[src/sv/assert_macros.svh]
// Assertion helpers shared by the RTL files.
// Each use names the assertion and gives the antecedent, the consequent and a message.
`ifndef ASSERT_MACROS_SVH
`define ASSERT_MACROS_SVH

// Same-cycle implication, checked at every clock while out of reset.
`define PCS_ASSERT_IMPL(lbl, ante, cons, msg) \
	lbl: assert property (@(posedge clk) disable iff (!arst_n) (ante) |-> (cons)) \
		else $error(msg);

// Next-cycle implication.
`define PCS_ASSERT_NEXT(lbl, ante, cons, msg) \
	lbl: assert property (@(posedge clk) disable iff (!arst_n) (ante) |=> (cons)) \
		else $error(msg);

`endif

[src/sv/pcs_pkg.sv]
package pcs_pkg;

	localparam int COORD_W    = 16;
	localparam int MAG_W      = COORD_W;            // |b - a| of two coords
	localparam int NORM_W     = 2 * MAG_W + 1;      // |v|^2 and |dot|
	localparam int COS2_W     = 17;
	localparam int MUL_A_W    = NORM_W;
	localparam int MUL_B_W    = COS2_W;
	localparam int PROD_W     = MUL_A_W + MUL_B_W;
	localparam int SQ_W       = 2 * NORM_W;         // dot^2 and |v1|^2*|v2|^2
	localparam int Q_SHIFT    = 16;
	localparam int LHS_W      = SQ_W + Q_SHIFT;
	localparam int RHS_W      = SQ_W + COS2_W;
	localparam int ACC_W      = RHS_W + 1;
	localparam int PLANE_W    = 2;
	localparam int CFG_IDX_W  = 1;
	localparam int CFG_DATA_W = COS2_W;
	localparam int MAX_RES    = 4;
	localparam int QIDX_W     = $clog2(MAX_RES);
	localparam int QCNT_W     = QIDX_W + 1;

	localparam logic [COS2_W-1:0] COS2_RESET = 17'd64225;

	typedef enum logic [CFG_IDX_W-1:0] {
		CFG_COS2  = 1'b0,
		CFG_PLANE = 1'b1
	} cfg_idx_t;

	typedef enum logic [PLANE_W-1:0] {
		PLANE_XZ = 2'd0,
		PLANE_XY = 2'd1,
		PLANE_YZ = 2'd2
	} plane_t;

	typedef enum logic [1:0] {
		KIND_CONT  = 2'd0,
		KIND_START = 2'd1,
		KIND_END   = 2'd2
	} kind_t;

	typedef enum logic [1:0] {
		SEEN_NONE = 2'd0,
		SEEN_ONE  = 2'd1,
		SEEN_TWO  = 2'd2
	} seen_t;

	typedef enum logic [1:0] {
		SH_NONE = 2'd0,
		SH_B    = 2'd1,
		SH_A    = 2'd2
	} mac_shift_t;

	typedef struct packed {
		logic       en;
		logic       clear;
		logic       neg;
		mac_shift_t shift;
	} mac_ctl_t;

	typedef struct packed {
		logic done;
		logic smooth;
	} ang_res_t;

	typedef struct packed {
		logic signed [COORD_W-1:0] x;
		logic signed [COORD_W-1:0] y;
		logic signed [COORD_W-1:0] z;
	} point_t;

	typedef struct packed {
		point_t pt;
		kind_t  kind;
	} res_t;

	typedef enum logic [3:0] {
		A_IDLE,
		A_M1,
		A_M2,
		A_M3,
		A_M4,
		A_M5,
		A_M6,
		A_M7,
		A_M8,
		A_M9,
		A_M10,
		A_M11,
		A_M12,
		A_CMP
	} ang_step_t;

	typedef enum logic [2:0] {
		T_IDLE,
		T_DISPATCH,
		T_CAND_WAIT,
		T_MAIN_START,
		T_MAIN_WAIT,
		T_END,
		T_DRAIN
	} top_state_t;

endpackage

[src/sv/polyline_corner_segmenter_unit.sv]
// Cuts an ordered stream of 3D points into straight runs. Each point is passed on tagged
// "continues run" or "starts run"; a sharp point is held back until the next point shows
// whether it is a real corner or noise, and the point flagged stream_last is followed by an
// end marker, after which a fresh stream may begin. Only one point is in work at a time:
// in_stall is high from the transfer of a point until the cycle after its last result has
// been moved into the output register. A point that needs no angle test (the first two of a
// stream) goes from dispatch straight to the end step and the draining of its results. Each
// angle test takes twelve passes through a single 33x17-bit multiply-accumulate unit and one
// compare, and then hands back its result. A second test on the same point is launched from
// its own start state, so a point that confirms a corner and is then tested again keeps
// the block busy through both tests in turn.
// Configuration writes are taken at any time but must only be issued while the block is idle.
`include "assert_macros.svh"

module polyline_corner_segmenter_unit (
	input  logic                                  clk,
	input  logic                                  arst_n,
	input  logic                                  in_valid,
	output logic                                  in_stall,
	input  logic signed [pcs_pkg::COORD_W-1:0]    point_x,
	input  logic signed [pcs_pkg::COORD_W-1:0]    point_y,
	input  logic signed [pcs_pkg::COORD_W-1:0]    point_z,
	input  logic                                  stream_last,
	output logic                                  out_valid,
	input  logic                                  out_stall,
	output logic signed [pcs_pkg::COORD_W-1:0]    out_x,
	output logic signed [pcs_pkg::COORD_W-1:0]    out_y,
	output logic signed [pcs_pkg::COORD_W-1:0]    out_z,
	output logic [1:0]                            kind,
	output logic                                  last_of_item,
	input  logic                                  cfg_we,
	input  logic [pcs_pkg::CFG_IDX_W-1:0]         cfg_index,
	input  logic [pcs_pkg::CFG_DATA_W-1:0]        cfg_data
);
	import pcs_pkg::*;

	top_state_t         state_q, state_d;
	logic [COS2_W-1:0]  cos2_q;
	logic [PLANE_W-1:0] plane_q;
	point_t             p_q, prev_q, vert_q, cand_q;
	logic               last_q;
	logic               cand_valid_q;
	seen_t              seen_q;
	res_t               q_q [MAX_RES];
	logic [QCNT_W-1:0]  cnt_q, rd_q, cnt_p1;
	logic               out_valid_q;
	res_t               out_q;
	logic               out_last_q;
	logic               ang_start;
	ang_res_t           ang_res;
	logic               push0, push1;
	res_t               d0, d1;
	logic               load;
	logic               accept;

	pcs_angle u_angle (
		.clk    (clk),
		.arst_n (arst_n),
		.start  (ang_start),
		.plane  (plane_q),
		.cos2   (cos2_q),
		.pa     (prev_q),
		.pb     (vert_q),
		.pc     (p_q),
		.res    (ang_res)
	);

	always_comb begin
		unique case (state_q)
			T_IDLE:       state_d = in_valid ? T_DISPATCH : T_IDLE;
			T_DISPATCH: begin
				if (seen_q == SEEN_TWO) begin
					state_d = cand_valid_q ? T_CAND_WAIT : T_MAIN_WAIT;
				end else begin
					state_d = T_END;
				end
			end
			T_CAND_WAIT: begin
				if (ang_res.done) begin
					state_d = ang_res.smooth ? T_END : T_MAIN_START;
				end else begin
					state_d = T_CAND_WAIT;
				end
			end
			T_MAIN_START: state_d = T_MAIN_WAIT;
			T_MAIN_WAIT:  state_d = ang_res.done ? T_END : T_MAIN_WAIT;
			T_END:        state_d = T_DRAIN;
			T_DRAIN:      state_d = (rd_q == cnt_q) ? T_IDLE : T_DRAIN;
			default:      state_d = T_IDLE;
		endcase
	end

	always_comb begin
		in_stall  = (state_q != T_IDLE);
		accept    = (state_q == T_IDLE) && in_valid;
		ang_start = ((state_q == T_DISPATCH) && (seen_q == SEEN_TWO)) ||
			(state_q == T_MAIN_START);
		load      = (state_q == T_DRAIN) && (rd_q != cnt_q) &&
			(!out_valid_q || !out_stall);
		cnt_p1    = cnt_q + QCNT_W'(1);
		push0     = 1'b0;
		push1     = 1'b0;
		d0        = '{pt: p_q, kind: KIND_CONT};
		d1        = '{pt: cand_q, kind: KIND_CONT};
		unique case (state_q)
			T_DISPATCH: begin
				if (seen_q == SEEN_NONE) begin
					push0   = 1'b1;
					d0.kind = KIND_START;
				end else if (seen_q == SEEN_ONE) begin
					push0 = 1'b1;
				end
			end
			T_CAND_WAIT: begin
				if (ang_res.done) begin
					push0 = 1'b1;
					if (!ang_res.smooth) begin
						// confirmed corner: vertex opens the new run, candidate follows
						d0    = '{pt: vert_q, kind: KIND_START};
						push1 = 1'b1;
					end
				end
			end
			T_MAIN_WAIT: begin
				push0 = ang_res.done && ang_res.smooth;
			end
			T_END: begin
				if (last_q) begin
					push0 = 1'b1;
					d0    = '{pt: '0, kind: KIND_END};
				end
			end
			T_IDLE, T_MAIN_START, T_DRAIN: begin
			end
			default: begin
			end
		endcase
	end

	always_ff @(posedge clk or negedge arst_n) begin
		if (!arst_n) begin
			state_q      <= T_IDLE;
			cos2_q       <= COS2_RESET;
			plane_q      <= PLANE_XZ;
			cand_valid_q <= 1'b0;
			seen_q       <= SEEN_NONE;
			cnt_q        <= '0;
			rd_q         <= '0;
			out_valid_q  <= 1'b0;
		end else begin
			state_q <= state_d;
			if (cfg_we && cfg_index == CFG_COS2) begin
				cos2_q <= cfg_data;
			end
			if (cfg_we && cfg_index == CFG_PLANE) begin
				plane_q <= cfg_data[PLANE_W-1:0];
			end
			if (accept) begin
				cnt_q <= '0;
				rd_q  <= '0;
			end else begin
				cnt_q <= cnt_q + QCNT_W'(push0) + QCNT_W'(push1);
				if (load) begin
					rd_q <= rd_q + QCNT_W'(1);
				end
			end
			if (state_q == T_DISPATCH && seen_q == SEEN_NONE) begin
				seen_q <= SEEN_ONE;
			end else if (state_q == T_DISPATCH && seen_q == SEEN_ONE) begin
				seen_q <= SEEN_TWO;
			end
			if (state_q == T_CAND_WAIT && ang_res.done) begin
				cand_valid_q <= 1'b0;
			end
			if (state_q == T_MAIN_WAIT && ang_res.done && !ang_res.smooth) begin
				cand_valid_q <= 1'b1;
			end
			// stream end drops any pending candidate
			if (state_q == T_END && last_q) begin
				seen_q       <= SEEN_NONE;
				cand_valid_q <= 1'b0;
			end
			out_valid_q <= load || (out_valid_q && out_stall);
		end
	end

	always_ff @(posedge clk) begin
		if (accept) begin
			p_q    <= '{x: point_x, y: point_y, z: point_z};
			last_q <= stream_last;
		end
		if (state_q == T_DISPATCH && seen_q == SEEN_NONE) begin
			prev_q <= p_q;
		end
		if (state_q == T_DISPATCH && seen_q == SEEN_ONE) begin
			vert_q <= p_q;
		end
		if (state_q == T_CAND_WAIT && ang_res.done) begin
			prev_q <= vert_q;
			vert_q <= ang_res.smooth ? p_q : cand_q;
		end
		if (state_q == T_MAIN_WAIT && ang_res.done) begin
			if (ang_res.smooth) begin
				prev_q <= vert_q;
				vert_q <= p_q;
			end else begin
				cand_q <= p_q;
			end
		end
		for (int i = 0; i < MAX_RES; i++) begin
			if (push0 && cnt_q[QIDX_W-1:0] == QIDX_W'(i)) begin
				q_q[i] <= d0;
			end
			if (push1 && cnt_p1[QIDX_W-1:0] == QIDX_W'(i)) begin
				q_q[i] <= d1;
			end
		end
		if (load) begin
			out_q      <= q_q[rd_q[QIDX_W-1:0]];
			out_last_q <= (rd_q + QCNT_W'(1) == cnt_q);
		end
	end

	assign out_valid    = out_valid_q;
	assign out_x        = out_q.pt.x;
	assign out_y        = out_q.pt.y;
	assign out_z        = out_q.pt.z;
	assign kind         = out_q.kind;
	assign last_of_item = out_last_q;

	`PCS_ASSERT_IMPL(a_idle_drained, state_q == T_IDLE, rd_q == cnt_q, "ready with results still queued")
	`PCS_ASSERT_IMPL(a_queue_bound, 1'b1, cnt_q <= QCNT_W'(MAX_RES), "result queue overrun")
	`PCS_ASSERT_IMPL(a_done_in_wait, ang_res.done, state_q == T_CAND_WAIT || state_q == T_MAIN_WAIT, "angle result with nobody waiting")

endmodule

[src/sv/pcs_mac.sv]
module pcs_mac (
	input  logic                         clk,
	input  pcs_pkg::mac_ctl_t            ctl,
	input  logic [pcs_pkg::MUL_A_W-1:0]  op_a,
	input  logic [pcs_pkg::MUL_B_W-1:0]  op_b,
	output logic [pcs_pkg::ACC_W-1:0]    acc
);
	import pcs_pkg::*;

	logic [PROD_W-1:0] prod;
	logic [ACC_W-1:0]  term;
	logic [ACC_W-1:0]  addend;
	logic [ACC_W-1:0]  base;
	logic [ACC_W-1:0]  acc_q;

	always_comb begin
		prod = PROD_W'(op_a) * PROD_W'(op_b);
		unique case (ctl.shift)
			SH_B:    term = ACC_W'(prod) << MUL_B_W;
			SH_A:    term = ACC_W'(prod) << MUL_A_W;
			default: term = ACC_W'(prod);
		endcase
		addend = ctl.neg ? (ACC_W'(0) - term) : term;
		base   = ctl.clear ? '0 : acc_q;
	end

	always_ff @(posedge clk) begin
		if (ctl.en) begin
			acc_q <= base + addend;
		end
	end

	assign acc = acc_q;

endmodule

[src/sv/pcs_angle.sv]
`include "assert_macros.svh"

module pcs_angle (
	input  logic                         clk,
	input  logic                         arst_n,
	input  logic                         start,
	input  logic [pcs_pkg::PLANE_W-1:0]  plane,
	input  logic [pcs_pkg::COS2_W-1:0]   cos2,
	input  pcs_pkg::point_t              pa,
	input  pcs_pkg::point_t              pb,
	input  pcs_pkg::point_t              pc,
	output pcs_pkg::ang_res_t            res
);
	import pcs_pkg::*;

	function automatic logic [2*COORD_W-1:0] plane_uw(input point_t p,
			input logic [PLANE_W-1:0] pl);
		logic [2*COORD_W-1:0] r;
		unique case (plane_t'(pl))
			PLANE_XY: r = {p.x, p.y};
			PLANE_YZ: r = {p.y, p.z};
			default:  r = {p.x, p.z};
		endcase
		return r;
	endfunction

	// sign and magnitude of hi - lo
	function automatic logic [MAG_W:0] diff_sm(input logic [COORD_W-1:0] hi,
			input logic [COORD_W-1:0] lo);
		logic [COORD_W:0] d;
		logic [COORD_W:0] m;
		d = {hi[COORD_W-1], hi} - {lo[COORD_W-1], lo};
		m = d[COORD_W] ? ((COORD_W+1)'(0) - d) : d;
		return {d[COORD_W], m[MAG_W-1:0]};
	endfunction

	ang_step_t            step_q, step_d;
	logic                 done_q;
	logic                 smooth_q;
	logic [2*COORD_W-1:0] a_uw, b_uw, c_uw;
	logic [MAG_W:0]       x1_sm, y1_sm, x2_sm, y2_sm;
	logic [MAG_W-1:0]     x1m_q, y1m_q, x2m_q, y2m_q;
	logic                 sx_q, sy_q;
	logic [NORM_W-1:0]    dmag_q, n1_q, n2_q;
	logic [SQ_W-1:0]      sq_q;
	logic [SQ_W-MUL_A_W-1:0] nnh_q;
	logic [ACC_W-1:0]     acc;
	logic [ACC_W-1:0]     dot_abs;
	logic [ACC_W-1:0]     lhs;
	mac_ctl_t             ctl;
	logic [MUL_A_W-1:0]   op_a;
	logic [MUL_B_W-1:0]   op_b;

	pcs_mac u_mac (
		.clk  (clk),
		.ctl  (ctl),
		.op_a (op_a),
		.op_b (op_b),
		.acc  (acc)
	);

	always_comb begin
		a_uw  = plane_uw(pa, plane);
		b_uw  = plane_uw(pb, plane);
		c_uw  = plane_uw(pc, plane);
		x1_sm = diff_sm(b_uw[2*COORD_W-1:COORD_W], a_uw[2*COORD_W-1:COORD_W]);
		y1_sm = diff_sm(b_uw[COORD_W-1:0], a_uw[COORD_W-1:0]);
		x2_sm = diff_sm(c_uw[2*COORD_W-1:COORD_W], b_uw[2*COORD_W-1:COORD_W]);
		y2_sm = diff_sm(c_uw[COORD_W-1:0], b_uw[COORD_W-1:0]);
		dot_abs = acc[ACC_W-1] ? (ACC_W'(0) - acc) : acc;
		lhs     = ACC_W'({sq_q, Q_SHIFT'(0)});
	end

	// step sequencer: M1..M2 dot, M3..M6 norms, M7..M8 dot^2,
	// M9..M10 |v1|^2*|v2|^2, M11..M12 times cos2, then compare
	always_comb begin
		if (step_q == A_IDLE) begin
			step_d = start ? A_M1 : A_IDLE;
		end else if (step_q == A_CMP) begin
			step_d = A_IDLE;
		end else begin
			step_d = ang_step_t'(step_q + 4'd1);
		end
	end

	always_comb begin
		ctl  = '{en: 1'b0, clear: 1'b0, neg: 1'b0, shift: SH_NONE};
		op_a = '0;
		op_b = '0;
		unique case (step_q)
			A_M1: begin
				ctl.en = 1'b1; ctl.clear = 1'b1; ctl.neg = sx_q;
				op_a = MUL_A_W'(x1m_q); op_b = MUL_B_W'(x2m_q);
			end
			A_M2: begin
				ctl.en = 1'b1; ctl.neg = sy_q;
				op_a = MUL_A_W'(y1m_q); op_b = MUL_B_W'(y2m_q);
			end
			A_M3: begin
				ctl.en = 1'b1; ctl.clear = 1'b1;
				op_a = MUL_A_W'(x1m_q); op_b = MUL_B_W'(x1m_q);
			end
			A_M4: begin
				ctl.en = 1'b1;
				op_a = MUL_A_W'(y1m_q); op_b = MUL_B_W'(y1m_q);
			end
			A_M5: begin
				ctl.en = 1'b1; ctl.clear = 1'b1;
				op_a = MUL_A_W'(x2m_q); op_b = MUL_B_W'(x2m_q);
			end
			A_M6: begin
				ctl.en = 1'b1;
				op_a = MUL_A_W'(y2m_q); op_b = MUL_B_W'(y2m_q);
			end
			A_M7: begin
				ctl.en = 1'b1; ctl.clear = 1'b1;
				op_a = dmag_q; op_b = dmag_q[MUL_B_W-1:0];
			end
			A_M8: begin
				ctl.en = 1'b1; ctl.shift = SH_B;
				op_a = dmag_q; op_b = MUL_B_W'(dmag_q[NORM_W-1:MUL_B_W]);
			end
			A_M9: begin
				ctl.en = 1'b1; ctl.clear = 1'b1;
				op_a = n1_q; op_b = n2_q[MUL_B_W-1:0];
			end
			A_M10: begin
				ctl.en = 1'b1; ctl.shift = SH_B;
				op_a = n1_q; op_b = MUL_B_W'(n2_q[NORM_W-1:MUL_B_W]);
			end
			A_M11: begin
				ctl.en = 1'b1; ctl.clear = 1'b1;
				op_a = acc[MUL_A_W-1:0]; op_b = cos2;
			end
			A_M12: begin
				ctl.en = 1'b1; ctl.shift = SH_A;
				op_a = MUL_A_W'(nnh_q); op_b = cos2;
			end
			A_IDLE, A_CMP: begin
			end
			default: begin
			end
		endcase
	end

	// partial results are picked off the accumulator as the next pass clears it
	always_ff @(posedge clk) begin
		if (start && step_q == A_IDLE) begin
			x1m_q <= x1_sm[MAG_W-1:0];
			y1m_q <= y1_sm[MAG_W-1:0];
			x2m_q <= x2_sm[MAG_W-1:0];
			y2m_q <= y2_sm[MAG_W-1:0];
			sx_q  <= x1_sm[MAG_W] ^ x2_sm[MAG_W];
			sy_q  <= y1_sm[MAG_W] ^ y2_sm[MAG_W];
		end
		if (step_q == A_M3) begin
			dmag_q <= dot_abs[NORM_W-1:0];
		end
		if (step_q == A_M5) begin
			n1_q <= acc[NORM_W-1:0];
		end
		if (step_q == A_M7) begin
			n2_q <= acc[NORM_W-1:0];
		end
		if (step_q == A_M9) begin
			sq_q <= acc[SQ_W-1:0];
		end
		if (step_q == A_M11) begin
			nnh_q <= acc[SQ_W-1:MUL_A_W];
		end
		if (step_q == A_CMP) begin
			smooth_q <= lhs > acc;
		end
	end

	always_ff @(posedge clk or negedge arst_n) begin
		if (!arst_n) begin
			step_q <= A_IDLE;
			done_q <= 1'b0;
		end else begin
			step_q <= step_d;
			done_q <= (step_q == A_CMP);
		end
	end

	assign res = '{done: done_q, smooth: smooth_q};

	`PCS_ASSERT_IMPL(a_start_when_idle, start, step_q == A_IDLE, "angle test started while busy")
	`PCS_ASSERT_NEXT(a_done_after_cmp, step_q == A_CMP, done_q && step_q == A_IDLE, "compare did not finish the test")

endmodule
[config.mk]
export PLATFORM = sky130hd
export DESIGN_NAME = polyline_corner_segmenter_unit
export DESIGN_NICKNAME = d
export VERILOG_FILES = /design/src/sv/pcs_pkg.sv /design/src/sv/polyline_corner_segmenter_unit.sv /design/src/sv/pcs_mac.sv /design/src/sv/pcs_angle.sv
export VERILOG_INCLUDE_DIRS = /design/src /design/src/sv
export SDC_FILE = /design/constraint.sdc
export NUM_CORES = 2
export LEC_CHECK = 0
export ABC_AREA = 1
export BUFFER_PORTS_ARGS = -buffer_cell sky130_fd_sc_hd__buf_2
export CAP_MARGIN = 25
export CORE_MARGIN = 4
export CORE_UTILIZATION = 45
export DETAILED_ROUTE_END_ITERATION = 8
export MAX_ROUTING_LAYER = met4
export PLACE_DENSITY = 0.72
export SETUP_SLACK_MARGIN = 0.3
export SLEW_MARGIN = 20
export SYNTH_ARGS = -nofsm -noshare
export SYNTH_HDL_FRONTEND = slang
export SYNTH_HIERARCHICAL = 1
export SYNTH_SLANG_ARGS = --single-unit
[constraint.sdc]
create_clock -name clk -period 17.5 [get_ports clk]
set_input_delay 0.875 -clock clk [delete_from_list [all_inputs] [get_ports clk]]
set_output_delay 0.875 -clock clk [all_outputs]
set_load 0.02 [all_outputs]
* Word-level counts from Yosys, hierarchy flattened *
Memories as Yosys holds them, arrays and structs flattened. A register that Yosys moved wholly into a read port is not among the register bits.
Cells that the tools add are included.

word-level totals
  register bits after elaboration = 580
  RAM bits = 200
  input port bits = 72
  output and inout bits = 53
  memories kept = 1

memories
  memory  words  bits a word  read ports  clocked after Yosys merged registers in  write ports  RTL line                              text
  q_q     4      50           1           1                                        2            polyline_corner_segmenter_unit.sv:44  res_t q_q [MAX_RES];

operators by class
  add/subtract/negate cells = 16
  multiply operators = 1
  magnitude comparators = 1
  equal/unequal tests = 34
  mux-type cells = 86
  bitwise gates (word level) = 8
  reduce and logical (&&, ||, !) cells = 51

operators by type and width
  cell                     count
  $mux W50                 9
  $mux W48                 9
  $pmux W33 S8             1
  $pmux W32 S2             3
  $mux W84                 2
  $pmux W83 S2             1
  $pmux W17 S9             1
  $reduce_or A50 Y1        2
  $pmux W48 S2             1
  $add A84 B84 Y84         1
  $gt A82 B84 Y1           1
  $sub A1 B83 Y84 const A  1
  $sub A16 B16 Y17         4
  $mux W16                 4
  $sub A1 B16 Y16 const A  4
  $mul A33 B17 Y50         1
  $mux W1                  34
  $mux W33                 1
  $sub A1 B33 Y33 const A  1
  $eq A4 B4 Y1 const B     6
  $mux W3                  8
  $logic_and A1 B1 Y1      23
  $pmux W3 S7              1
  $eq A4 B3 Y1 const B     4
  33 further kinds         74

* Longest topological paths before layout *
  word-level depth = 10
  gate-level depth with buffers = 66

* Hierarchy *
Netlist, hierarchy kept.

by module, submodules not included
  module                          instances  cells an instance  area each (µm²)  seq. area each (µm²)
  pcs_mac                         1          5044               32960.4          2522.4
  pcs_angle                       1          2673               20567.2          8082.8
  polyline_corner_segmenter_unit  1          1947               20000.4          13165.1

* Worst setup path after synthesis *
No wires, ideal clock.

  path kind = register to register
  start = reg u_angle.step_q[0]
  end = reg u_angle.u_mac.acc_q[64], in the netlist u_angle/u_mac/acc[64], data pin
  library setup time = 0.260 ns
  arrival = 11.524 ns
  data required time = 17.240 ns
  setup slack = 5.716 ns
  stages on the path, launching flop included = 55
  path through = dfrtp_1 -> buf_2 -> inv_1 -> nor2_1 -> inv_1 -> nor2_1 -> clkbuf_1 -> a22oi_1 -> nand2_1 -> clkbuf_1 -> clkbuf_1 -> nand2_1 -> fa_1 -> fa_1 -> inv_1 -> fa_1 -> fa_1 -> fa_1 -> (+19 left out) -> nand2_1 -> nand2_1 -> xor2_1 -> inv_1 -> ha_1 -> nand2_1 -> nor2_1 -> inv_1 -> nor2_1 -> inv_1 -> nor4_1 -> a21oi_1 -> o21ai_0 -> nand2_1 -> nand2_1 -> nand2_1 -> nand2_1 -> xor2_1

between the ends
  cells in the longest elaborated chain, start to end = 8
  elaborated cells on any way between the ends = 34

RTL lines
  item                                        RTL line          text
  start: declaration                          pcs_angle.sv:37   ang_step_t step_q, step_d;
  start signal: assignment                    pcs_angle.sv:181  step_q <= step_d;
  $eq A4 B4 Y1, or another cell as far along  pcs_angle.sv:90   unique case (step_q)
  $reduce_or A2 Y1 (no source line)           -
  $pmux W17 S9 *                              pcs_angle.sv:90
  net u_angle.op_b[16]                        pcs_angle.sv:52   logic [MUL_B_W-1:0] op_b;
  $mul A33 B17 Y50 *                          pcs_mac.sv:17     prod = PROD_W'(op_a) * PROD_W'(op_b);
  $pmux W83 S2 *                              pcs_mac.sv:18     unique case (ctl.shift)
  $sub A1 B83 Y84                             pcs_mac.sv:23     addend = ctl.neg ? (ACC_W'(0) - term) : term;
  $mux W84 *                                  pcs_mac.sv:23
  $add A84 B84 Y84 *                          pcs_mac.sv:29     acc_q <= base + addend;
  end signal: assignment                      pcs_mac.sv:29
  end: declaration                            pcs_mac.sv:14     logic [ACC_W-1:0] acc_q;

The timed path passes the listed nets; every way through them passes the cells marked *.
A chain may end at the register's enable or synchronous reset.

* Worst setup path in the final report *
  start = reg u_angle.step_q[0]
  end = reg u_angle.u_mac.acc_q[75], in the netlist u_angle/u_mac/acc[75], data pin

between the ends
  cells in the longest elaborated chain, start to end = 8
  elaborated cells on any way between the ends = 34

RTL lines
  item                                        RTL line         text
  $eq A4 B4 Y1, or another cell as far along  pcs_angle.sv:90
  $reduce_or A2 Y1 (no source line)           -
  $pmux W33 S8 *                              pcs_angle.sv:90
  net u_angle.op_a[27]                        pcs_angle.sv:51  logic [MUL_A_W-1:0] op_a;
  $mul A33 B17 Y50 *                          pcs_mac.sv:17
  $pmux W83 S2 *                              pcs_mac.sv:18
  $sub A1 B83 Y84                             pcs_mac.sv:23
  $mux W84 *                                  pcs_mac.sv:23
  $add A84 B84 Y84 *                          pcs_mac.sv:29

Marks and branches as above.

==> flow_summary.json <==
{
  "drv_slew": 0,
  "die-height_um": 412,
  "rsz0062_at_grt": "no",
  "synth_top_area_share": 0.284,
  "syn_nets": 10500,
  "clk_pin_slew_ps": 60,
  "antenna_found_initial": 2,
  "hold_buffers": 0,
  "drt_iter0_drc": 8719,
  "dpl_cell_area_mm2": 0.0763,
  "reg2reg_slack_ps": 3690,
  "dr.pass1.iters": 9,
  "crit_fanout": 26,
  "synth_area_leaders": "edfxtp_1, fa_1, nand2_1",
  "clockBufferDepth": 3,
  "start_util": 0.452,
  "synth_ff_type": "edfxtp_1",
  "fin_crit_ps": 13810,
  "dp_hpwl_um": 216000,
  "fin_cells": 11900,
  "most-common-layout-cells": "nand2_1, inv_1, nor2_1",
  "synth_edf_count": 695,
  "finalClockSkew_ps": 73.1,
  "reg2reg_to": "u_angle/u_mac/acc[75]",
  "cp.arrival_ps": 14240,
  "area_growth_pct": 7.99,
  "drc": 0,
  "rows": 148,
  "postRouteWirelength_um": 277000,
  "ys_seq_area_frac": 0.323,
  "post-route-period-util": 0.789,
  "relSlewSlack": 0.268,
  "synth.distinct_cells": 81,
  "drt-wirelength-per-cell_um": 23.3,
  "h-tree-depth": 3,
  "grt_remaining_overflow": 0,
  "nFillCells": 15900,
  "critPathSlowestCell": "ha_1",
  "portBuffers": 124,
  "path_class": "flip-flop to flip-flop",
  "hold_ws_ps": 294,
  "max-cap-violations": 0,
  "cts_buffers": 90,
  "status": "complete, no violations",
  "postLayoutCellArea_mm2": 0.0794,
  "syn_area_mm2": 0.0735,
  "clk_latency_ps": 730,
  "vias_per_cell": 5.63,
  "ant_nets": 0,
  "startpoint_type": "flip-flop",
  "report.final.setup_viol": 0,
  "cts_setup_buffers": 0,
  "tns_ps": 0,
  "synth_top_cell_by_area": "edfxtp_1",
  "path_buf_inv": 12,
  "placed_cells": 11700,
  "post_cts_resized": 0,
  "syn_avg_cell_area_um2": 7.61,
  "layout_commonest_cell": "nand2_1",
  "vias": 66900,
  "synth_seq_cells": 830,
  "core_mm2": 0.163,
  "cts_tree": "yes",
  "crit_top_cell": "inv_1",
  "ys_warn_count": 6,
  "nNetsFinal": 10500,
  "die_area_mm2": 0.170,
  "max_stage_delay_ps": 700,
  "clk_root_buffer_cell": "clkbuf_16",
  "max_freq_mhz": 72.4,
  "reg2reg_depth": 52,
  "io_pins": 125,
  "hold_viol_final": 0,
  "cp.required_ps": 17930,
  "grt_pass1_vias": 63900,
  "grt_max_degree": 104,
  "critPathCaptureType": "flip-flop",
  "track_usage": 0.329,
  "critical_path.top_delay_family": "adder cells",
  "async_flop_share": 0.0446,
  "numClockSinks": 830,
  "hold_path_class": "primary input to async pin",
  "routabilityCongestion": 1.05,
  "r2r_start": "u_angle/step_q[0]",
  "dieWidth_um": 412,
  "grt_pass1_wl_um": 408000,
  "drive_above_1_share": 0.0709,
  "syn_inst": 9664,
  "worst_pin_slew_ps": 1090
}
## per-stage QoR
stage / utilization / worst slack [ps]
floorplan: - / 5720
global placement: 0.469 / 4190
detailed placement: 0.469 / 4130
CTS: 0.488 / 4060
global route: 0.488 / 3010
finish: 0.488 / 3690
## sequential cells by signal, indices dropped and copies added (netlist names), 3 cells and up
name	flops
vert_q	48
u_angle/n2_q	33
out_z	16
u_angle/x1m_q	16
u_angle/sq_q	66
p_q	48
out_y	16
u_angle/step_q	4
u_angle/y1m_q	16
q_q	200
out_x	16
u_angle/nnh_q	33
cos2_q	17
cnt_q	3
u_angle/n1_q	33
state_q	3
cand_q	48
rd_q	3
u_angle/u_mac/acc	84
u_angle/x2m_q	16
prev_q	48
u_angle/y2m_q	16
u_angle/dmag_q	33
## synth_stat cells (38+ instances only)
master / count
nand2_1: 2479
inv_1: 1900
nor2_1: 853
edfxtp_1: 695
o21ai_0: 511
fa_1: 470
nand3_1: 420
a21oi_1: 332
ha_1: 324
clkbuf_1: 262
o22ai_1: 156
xor2_1: 148
dfxtp_1: 98
xnor2_1: 81
o21ai_1: 78
nand2_2: 72
nand4_1: 71
buf_2: 57
a31oi_1: 56
nor2_2: 47
nor3_1: 39
a22oi_1: 38
## worst max-delay path by stage
stage / start / end / slack [ps] / cells past startpoint
6_report: u_angle/step_q[0] / u_angle/u_mac/acc[75] / 3690 / 52
5_1_grt: u_angle/step_q[0] / u_angle/u_mac/acc[64] / 3010 / 51
4_1_cts: u_angle/step_q[2] / u_angle/u_mac/acc[76] / 4060 / 54
3_5_place_dp: u_angle/step_q[2] / u_angle/u_mac/acc[76] / 4130 / 54
3_3_place_gp: u_angle/step_q[2] / u_angle/u_mac/acc[64] / 4190 / 55
2_1_floorplan: u_angle/step_q[0] / u_angle/u_mac/acc[64] / 5720 / 54
## kinds of logic (layout without fill, tap and decap cells)
family	count (synthesis)	after routing	synth area share
compound gates	1377	1377	0.108
flops	830	830	0.323
mux	15	15	0.00230
simple gates	4113	4113	0.234
xor+xnor	231	231	0.0279
other cells	0	2	0
buf+inv	2304	2343	0.121
fa+ha+maj	794	794	0.183
## worst reg2reg max path: cells and delay by family, from the launching register on
kind	cells	cell delay, ps
simple gates	20	3880
xor+xnor	2	530
fa+ha+maj	8	4160
flops	1	560
compound gates	10	2130
buf+inv	12	2270
## layout make-up
type                    instances  area [um^2]  share of cell area
multi-input cells            6530        41000               0.517
flip-flops and latches        830        23800               0.299
inverters                    1942         7310              0.0920
well taps                    2175         2720              0.0343
clock buffers                 117         2450              0.0308
repair buffers                233         1460              0.0184
clock inverters                51          648             0.00816
diodes                          2         5.00           0.0000630
## routing by layer
| layer | GRT usage | share of wire |
|---|---|---|
| met1 | 0.449 | 0.42 |
| met2 | 0.479 | 0.43 |
| met3 | 0.0648 | 0.11 |
| met4 | 0.137 | 0.050 |
| met5 | - | 0 |
Power is not shown: default switching activity piles up to over one toggle a cycle in this logic, so the estimate is an artifact.
